File: config.mk
export PLATFORM = sky130hd
export DESIGN_NAME = udp_ip_checksum_stream_unit
export DESIGN_NICKNAME = d
export VERILOG_FILES = /design/src/ucs_pkg.sv /design/src/ucs_accum.sv /design/src/ucs_finish.sv /design/src/udp_ip_checksum_stream_unit.sv
export SDC_FILE = /design/constraint.sdc
export NUM_CORES = 1
export LEC_CHECK = 0
export ABC_AREA = 1
export BUFFER_PORTS_ARGS = -buffer_cell sky130_fd_sc_hd__buf_4
export CORE_MARGIN = 8
export CORE_UTILIZATION = 40
export DETAILED_ROUTE_END_ITERATION = 6
export PLACE_DENSITY_LB_ADDON = 0.05
export SLEW_MARGIN = 20
export SYNTH_ARGS = -nofsm -noshare
export SYNTH_HDL_FRONTEND = slang
export SYNTH_SLANG_ARGS = --single-unit
File: constraint.sdc
create_clock -name clk -period 15.7 [get_ports clk]
set_input_delay 4.71 -clock clk [delete_from_list [all_inputs] [get_ports clk]]
set_output_delay 4.71 -clock clk [all_outputs]
set_load 0.05 [all_outputs]
File: src/ucs_pkg.sv
// ----------------------------------------------------------------------------
// ucs_pkg
// Shared types, constants and the ones' complement adder for the UDP/IP
// checksum stream unit.
// ----------------------------------------------------------------------------
package ucs_pkg;

    localparam logic [15:0] UDP_PROTO_NUMBER = 16'd17;
    localparam logic [15:0] WORD_MASK        = 16'hFFFF;

    // Packet summary handed from the accumulator to the finishing stage.
    typedef struct packed {
        logic        valid;
        logic [15:0] sum;
        logic [15:0] length;
        logic        udp;
    } ucs_pkt_t;

    // Input register status, for checking.
    typedef struct packed {
        logic in_valid;
        logic in_last;
    } ucs_stat_t;

    // 16-bit add with end-around carry.
    function automatic logic [15:0] oc_add(input logic [15:0] a, input logic [15:0] b);
        logic [16:0] s;
        begin
            s = {1'b0, a} + {1'b0, b};
            oc_add = s[15:0] + {15'd0, s[16]};
        end
    endfunction

endpackage

File: src/ucs_accum.sv
// ----------------------------------------------------------------------------
// ucs_accum
// Input register and per-packet accumulator: pairs bytes into words, keeps
// the folded sum and the UDP length, presents the packet summary on last.
// ----------------------------------------------------------------------------
module ucs_accum
(
    input  logic             clk,
    input  logic             rst_n,
    input  logic             s_tvalid,
    output logic             s_tready,
    input  logic [7:0]       s_tdata,   // [7:0] data_byte
    input  logic             s_tuser,   // [0] is_address
    input  logic             s_tlast,
    input  logic             udp_mode,
    input  logic             fin_ready,
    output ucs_pkg::ucs_pkt_t pkt,
    output ucs_pkg::ucs_stat_t stat
);

    logic        in_valid_reg;
    logic [7:0]  in_byte_reg;
    logic        in_addr_reg;
    logic        in_last_reg;

    logic [15:0] sum_reg;
    logic [15:0] sum_next;
    logic [7:0]  held_reg;
    logic [7:0]  held_next;
    logic        odd_reg;
    logic        odd_next;
    logic [15:0] len_reg;
    logic [15:0] len_next;

    logic        in_fire;
    logic        s_fire;
    logic [15:0] tail_sum;

    assign in_fire  = in_valid_reg && (!in_last_reg || fin_ready);
    assign s_tready = !in_valid_reg || in_fire;
    assign s_fire   = s_tvalid && s_tready;

    always_ff @(posedge clk or negedge rst_n)
    begin
        if (!rst_n)
        begin
            in_valid_reg <= 1'b0;
        end
        else if (s_tready)
        begin
            in_valid_reg <= s_tvalid;
        end
    end

    always_ff @(posedge clk)
    begin
        if (s_fire)
        begin
            in_byte_reg <= s_tdata;
            in_addr_reg <= s_tuser;
            in_last_reg <= s_tlast;
        end
    end

    always_comb
    begin
        if (odd_reg)
        begin
            sum_next  = ucs_pkg::oc_add(sum_reg, {held_reg, in_byte_reg});
            held_next = held_reg;
            odd_next  = 1'b0;
        end
        else
        begin
            sum_next  = sum_reg;
            held_next = in_byte_reg;
            odd_next  = 1'b1;
        end
        if (udp_mode && !in_addr_reg)
        begin
            len_next = len_reg + 16'd1;
        end
        else
        begin
            len_next = len_reg;
        end
        // odd tail padded with a zero low byte
        if (odd_next)
        begin
            tail_sum = ucs_pkg::oc_add(sum_next, {held_next, 8'h00});
        end
        else
        begin
            tail_sum = sum_next;
        end
    end

    always_ff @(posedge clk or negedge rst_n)
    begin
        if (!rst_n)
        begin
            sum_reg  <= 16'd0;
            held_reg <= 8'd0;
            odd_reg  <= 1'b0;
            len_reg  <= 16'd0;
        end
        else if (in_fire)
        begin
            if (in_last_reg)
            begin
                sum_reg  <= 16'd0;
                held_reg <= 8'd0;
                odd_reg  <= 1'b0;
                len_reg  <= 16'd0;
            end
            else
            begin
                sum_reg  <= sum_next;
                held_reg <= held_next;
                odd_reg  <= odd_next;
                len_reg  <= len_next;
            end
        end
    end

    assign pkt.valid  = in_valid_reg && in_last_reg;
    assign pkt.sum    = tail_sum;
    assign pkt.length = len_next;
    assign pkt.udp    = udp_mode;

    assign stat.in_valid = in_valid_reg;
    assign stat.in_last  = in_last_reg;

endmodule

File: src/ucs_finish.sv
// ----------------------------------------------------------------------------
// ucs_finish
// In UDP mode adds the pseudo-header length and protocol; inverts the sum and
// holds the checksum in the output register.
// ----------------------------------------------------------------------------
module ucs_finish
(
    input  logic              clk,
    input  logic              rst_n,
    input  ucs_pkg::ucs_pkt_t pkt,
    output logic              fin_ready,
    output logic              m_tvalid,
    input  logic              m_tready,
    output logic [15:0]       m_tdata    // [15:0] checksum
);

    logic        m_valid_reg;
    logic [15:0] csum_reg;
    logic [15:0] csum_next;
    logic [15:0] s1;
    logic [15:0] s2;
    logic [15:0] inv;
    logic        load;

    assign fin_ready = !m_valid_reg || m_tready;
    assign load      = pkt.valid && fin_ready;

    always_comb
    begin
        if (pkt.udp)
        begin
            s1 = ucs_pkg::oc_add(pkt.sum, pkt.length);
            s2 = ucs_pkg::oc_add(s1, ucs_pkg::UDP_PROTO_NUMBER);
        end
        else
        begin
            s1 = pkt.sum;
            s2 = s1;
        end
        inv = ~s2;
        if (pkt.udp && (inv == 16'd0))
        begin
            csum_next = ucs_pkg::WORD_MASK;
        end
        else
        begin
            csum_next = inv;
        end
    end

    always_ff @(posedge clk or negedge rst_n)
    begin
        if (!rst_n)
        begin
            m_valid_reg <= 1'b0;
        end
        else if (fin_ready)
        begin
            m_valid_reg <= pkt.valid;
        end
    end

    always_ff @(posedge clk)
    begin
        if (load)
        begin
            csum_reg <= csum_next;
        end
    end

    assign m_tvalid = m_valid_reg;
    assign m_tdata  = csum_reg;

endmodule

File: src/udp_ip_checksum_stream_unit.sv
// ----------------------------------------------------------------------------
// udp_ip_checksum_stream_unit
// Internet checksum over a byte stream, IPv4 header or UDP with pseudo-header.
// ----------------------------------------------------------------------------
// Usage:
//   Slave channel: one byte per beat in s_tdata, s_tuser flags a pseudo-header
//   address byte, s_tlast marks the final byte of a packet.
//   Master channel: one 16-bit checksum per packet in m_tdata.
//   cfg_we/cfg_wdata write the mode (0 = IPv4 header, 1 = UDP); write it
//   only between packets.
//   Throughput: one byte per cycle, sustained while the receiver does not
//   stall; the input register and the accumulator take a byte every cycle,
//   the output register takes a result every cycle while it is not stalled.
//   The checksum is loaded into the output register, and m_tvalid rises,
//   once the last byte sits in the input register and fin_ready is high.
//   Reset clears the mode, the running sum, the length count and all valids.
//   When the receiver stalls, the result is held; bytes keep flowing until a
//   second last byte reaches the input register, which then waits and drops
//   s_tready.
// ----------------------------------------------------------------------------
module udp_ip_checksum_stream_unit
(
    input  logic        clk,
    input  logic        rst_n,
    input  logic        cfg_we,
    input  logic        cfg_wdata,   // [0] checksum_mode
    input  logic        s_tvalid,
    output logic        s_tready,
    input  logic [7:0]  s_tdata,     // [7:0] data_byte
    input  logic        s_tuser,     // [0] is_address
    input  logic        s_tlast,
    output logic        m_tvalid,
    input  logic        m_tready,
    output logic [15:0] m_tdata      // [15:0] checksum
);

    logic               mode_reg;
    logic               fin_ready;
    ucs_pkg::ucs_pkt_t  pkt;
    ucs_pkg::ucs_stat_t stat;

    always_ff @(posedge clk or negedge rst_n)
    begin
        if (!rst_n)
        begin
            mode_reg <= 1'b0;
        end
        else if (cfg_we)
        begin
            mode_reg <= cfg_wdata;
        end
    end

    ucs_accum u_accum
    (
        .clk       (clk),
        .rst_n     (rst_n),
        .s_tvalid  (s_tvalid),
        .s_tready  (s_tready),
        .s_tdata   (s_tdata),
        .s_tuser   (s_tuser),
        .s_tlast   (s_tlast),
        .udp_mode  (mode_reg),
        .fin_ready (fin_ready),
        .pkt       (pkt),
        .stat      (stat)
    );

    ucs_finish u_finish
    (
        .clk       (clk),
        .rst_n     (rst_n),
        .pkt       (pkt),
        .fin_ready (fin_ready),
        .m_tvalid  (m_tvalid),
        .m_tready  (m_tready),
        .m_tdata   (m_tdata)
    );

`ifndef SYNTH
    // a waiting last byte blocks the input while the result is stalled
    a_last_blocks: assert property (@(posedge clk) disable iff (!rst_n)
        (stat.in_valid && stat.in_last && m_tvalid && !m_tready) |-> !s_tready)
        else $error("input accepted over a stalled last beat");

    // a new result only follows a last byte in the input register
    a_result_src: assert property (@(posedge clk) disable iff (!rst_n)
        $rose(m_tvalid) |-> $past(stat.in_valid && stat.in_last))
        else $error("result without a last beat");
`endif

endmodule

==> impl_metrics.yaml <==
worst_setup_path:
  crit_fanout: 16
  start_kind: "register"
  max_stage_delay_ns: 0.41
  r2r.worst_path.cells: 89
  reg2reg_to: "u_finish.m_tdata[5]"
  crit_required_ns: 15.78
  cp_slowest_cell: "fa_1"
  path_common_cell: "nand2_1"
  worstPathArrival_ns: 12.78
  worst-r2r-setup-slack_ns: 3.00
  worstSetupPathType: "register to register"
  worstReg2RegStart: "u_accum.in_byte_reg[0]"
  crit_path_end_kind: "register"
final_layout:
  drive_gt1_share_pct: 11.06
  nets: 1321
  final_area_um2: 8398
  post-route-util_pct: 44.90
  area_growth_pct: 10.52
  antenna_cells: 0
place:
  post_dp_cell_area_um2: 8093
  dpl.hpwl_um: 17560
  gp_congestion: 0.8443
  io_buffers: 33
die:
  core.rowCount: 50
  initial_utilization_pct: 40.62
  io_pins: 34
  die_area_um2: 23660
  die_h_um: 153.8
  core_um2: 18710
  die_w_um: 153.8
power:
  swShare_pct: 52.12
  switchingPower_mw: 0.6563
  max-vdd-ir-drop_v: 0.00006020
  power_frac_clock_pct: 17.2
  power.leakage_nw: 4.495
  p_int_mw: 0.6030
  share_comb_of_total_power_pct: 64.2
  power_density_nw_per_um2: 149.9
  seqPwrFrac_pct: 18.6
clock_network:
  cts_max_level: 3
  clk_pin_slew_ns: 0.06
  clock_latency_ns: 0.35
  cts_repair_resize_count: 0
  clockBufferDepth: 2
  cts_root_buf: "clkbuf_16"
  cts_made_buffers: 9
  cts_tree: "built"
  cts_setup_buffers: 0
  clock-sinks: 70
  cts_hold_buf: 0
detailed_routing:
  wire_per_inst_um: 14.44
  via_count: 7441
  drt-total-wl_um: 21530
  firstDrtPassIters: 5
  drt-initial-drc-count: 416
  drt-vias-per-instance: 4.991
  remaining_drc_errors: 0
  antenna_left: 0
timing:
  hold_viol: 0
  setup-tns-final_ns: 0
  slew_violations: 0
  worst_pin_slew_ns: 1.079
  fmax_mhz: 78.73
  rsz0062_at_grt: "false"
  slew-limit-headroom_pct: 27.79
  whs_ns: 0.5182
  clock_skew_ns: 0.008129
  min_period_ns: 12.70
  period_share_pct: 80.90
  finalSetupViolCount: 0
global_routing:
  grt_pass1_vias: 7053
  antenna_found_initial: 0
  grt-ovfl-total: 0
  grt_util_all_layers_pct: 18.69
  grt_first_pass_wirelength_um: 35770
  grt_max_degree: 45
outcome:
  outcome: "complete, no violations"
logic_synthesis:
  synth_fp_nets: 1290
  synth_top_family_by_area: "simple AND/OR/NAND/NOR gates"
  synth_mux_area_share_pct: 0
  avgSynthCellArea_um2: 6.223
  synth_xor_area_share_pct: 3.458
  synth_area_um2: 7599
  synth_compound_area_share_pct: 9.781
  ys_types: 43
  synthAdderAreaFrac_pct: 9.024
  ys_ff_latch: 70
  yosysWarnings: 0
  synth_seq_area_share_pct: 24.77
  synth_cells: 1221
  synth-simple-area-share_pct: 42.29
hold_path:
  min_to: "u_accum.sum_reg[15]"
  whs_path_depth: 2
  hp-start: "u_accum.sum_reg[15]"
  hold_path.class: "register to register"
flow_run:
  drv_cap: 0
## final cells by class
class | count | area, um2
clock buffers | 10 | 229.0
repair buffers | 38 | 285.3
clock inverters | 6 | 76.32
well taps | 234 | 292.8
fillers | 1958 | 10310
inverters | 194 | 728.2
flip-flops and latches | 70 | 1882
multi-input cells | 939 | 4905
## worst max path at each step
stage	start	end	cells after the start
6_report	u_accum.in_byte_reg[0]	u_finish.m_tdata[5]	89
5_1_grt	u_accum.in_byte_reg[0]	u_finish.m_tdata[2]	89
4_1_cts	u_accum.in_byte_reg[0]	u_finish.m_tdata[5]	89
3_5_place_dp	u_accum.in_byte_reg[0]	u_finish.m_tdata[5]	89
3_3_place_gp	u_accum.in_byte_reg[0]	u_finish.m_tdata[13]	89
2_1_floorplan	u_accum.sum_reg[0]	u_finish.m_tdata[8]	90
## critical path, delay by kind of cell (launching register included)
kind,cells,cell delay (ns)
AND/OR/NAND/NOR,54,5.64
buffers and inverters,8,0.59
adder cells (fa/ha/maj),14,3.39
AO/OA/AOI/OAI,13,2.47
flip-flops,1,0.36
## cells by family (layout without fill, tap and decap cells)
group	Yosys count	count (layout)
AOI/OAI and AO/OA	130	130
adders and majority gates	53	53
DFF	70	70
buffers and inverters	212	248
xor gates and xnor gates	30	30
and+or+nand+nor	726	726
## per-stage QoR
| stage | worst slack, ns | instances | total power, mW |
|---|---|---|---|
| floorplan | 5.159 | 1221 | 0.8483 |
| global placement | 3.256 | 1475 | 1.045 |
| detailed placement | 3.024 | 1475 | 1.042 |
| CTS | 2.968 | 1491 | 1.264 |
| global route | 1.443 | 1491 | 1.386 |
| finish | 2.999 | 1491 | 1.259 |
## layout by cell type, fill, tap and decap left out, drive strengths merged
cell,synthesis,final
clkbuf,14,10
bufinv,0,2
o2111ai,1,1
nor3,9,9
nand3b,3,3
nand3,128,128
o22ai,13,13
nand4,17,17
inv,193,193
a21o,1,1
buf,4,38
o31ai,1,1
o21ai,58,58
xnor2,5,5
a31oi,1,1
nor2,123,123
ha,50,50
a21boi,7,7
clkinv,1,5
o21bai,6,6
fa,3,3
edfxtp,26,26
or2,5,5
a22o,7,7
a21oi,35,35
and2,2,2
nand2b,1,1
dfrtp,44,44
nor4,1,1
nand2,437,437
xor2,25,25
## power groups by stage
stage | Clock, mW | Combinational [mW] | Sequential, mW
after floorplan | 0 | 0.591 | 0.257
after global placement | 0 | 0.807 | 0.238
after detailed placement | 0 | 0.804 | 0.238
after CTS | 0.221 | 0.808 | 0.235
after global routing | 0.227 | 0.923 | 0.237
final | 0.217 | 0.808 | 0.234
## routing by layer
metal / track usage, % / wire length [um] / vias to the layer above
met3: 2.971 / 805 / 16
met1: 25.53 / 10910 / 3328
met2: 30.65 / 9582 / 126
li1: - / - / 3971
met4: 3.686 / 238 / 0
met5: 0 / 0 / -
## synthesized netlist by cell type (all sizes together)
master	n	area, um2
a31oi	1	6.260
inv	193	724.5
nand3	128	703.2
nor3	9	45.04
clkinv	1	3.750
a21boi	7	52.55
edfxtp	26	780.8
buf	4	31.27
o22ai	13	81.33
xnor2	5	43.79
nor4	1	6.260
nor2	123	531.8
nand3b	3	22.52
fa	3	60.06
o2111ai	1	8.760
clkbuf	14	52.55
a22o	7	61.31
a21oi	35	178.9
o21ai	58	294.0
nand2b	1	6.260
o21bai	6	45.04
xor2	25	219.0
dfrtp	44	1101
a21o	1	7.510
ha	50	625.6
nand2	437	1748
o31ai	1	7.510
nand4	17	106.4
or2	5	31.28
and2	2	12.51
(Power assumes the default switching activity.)
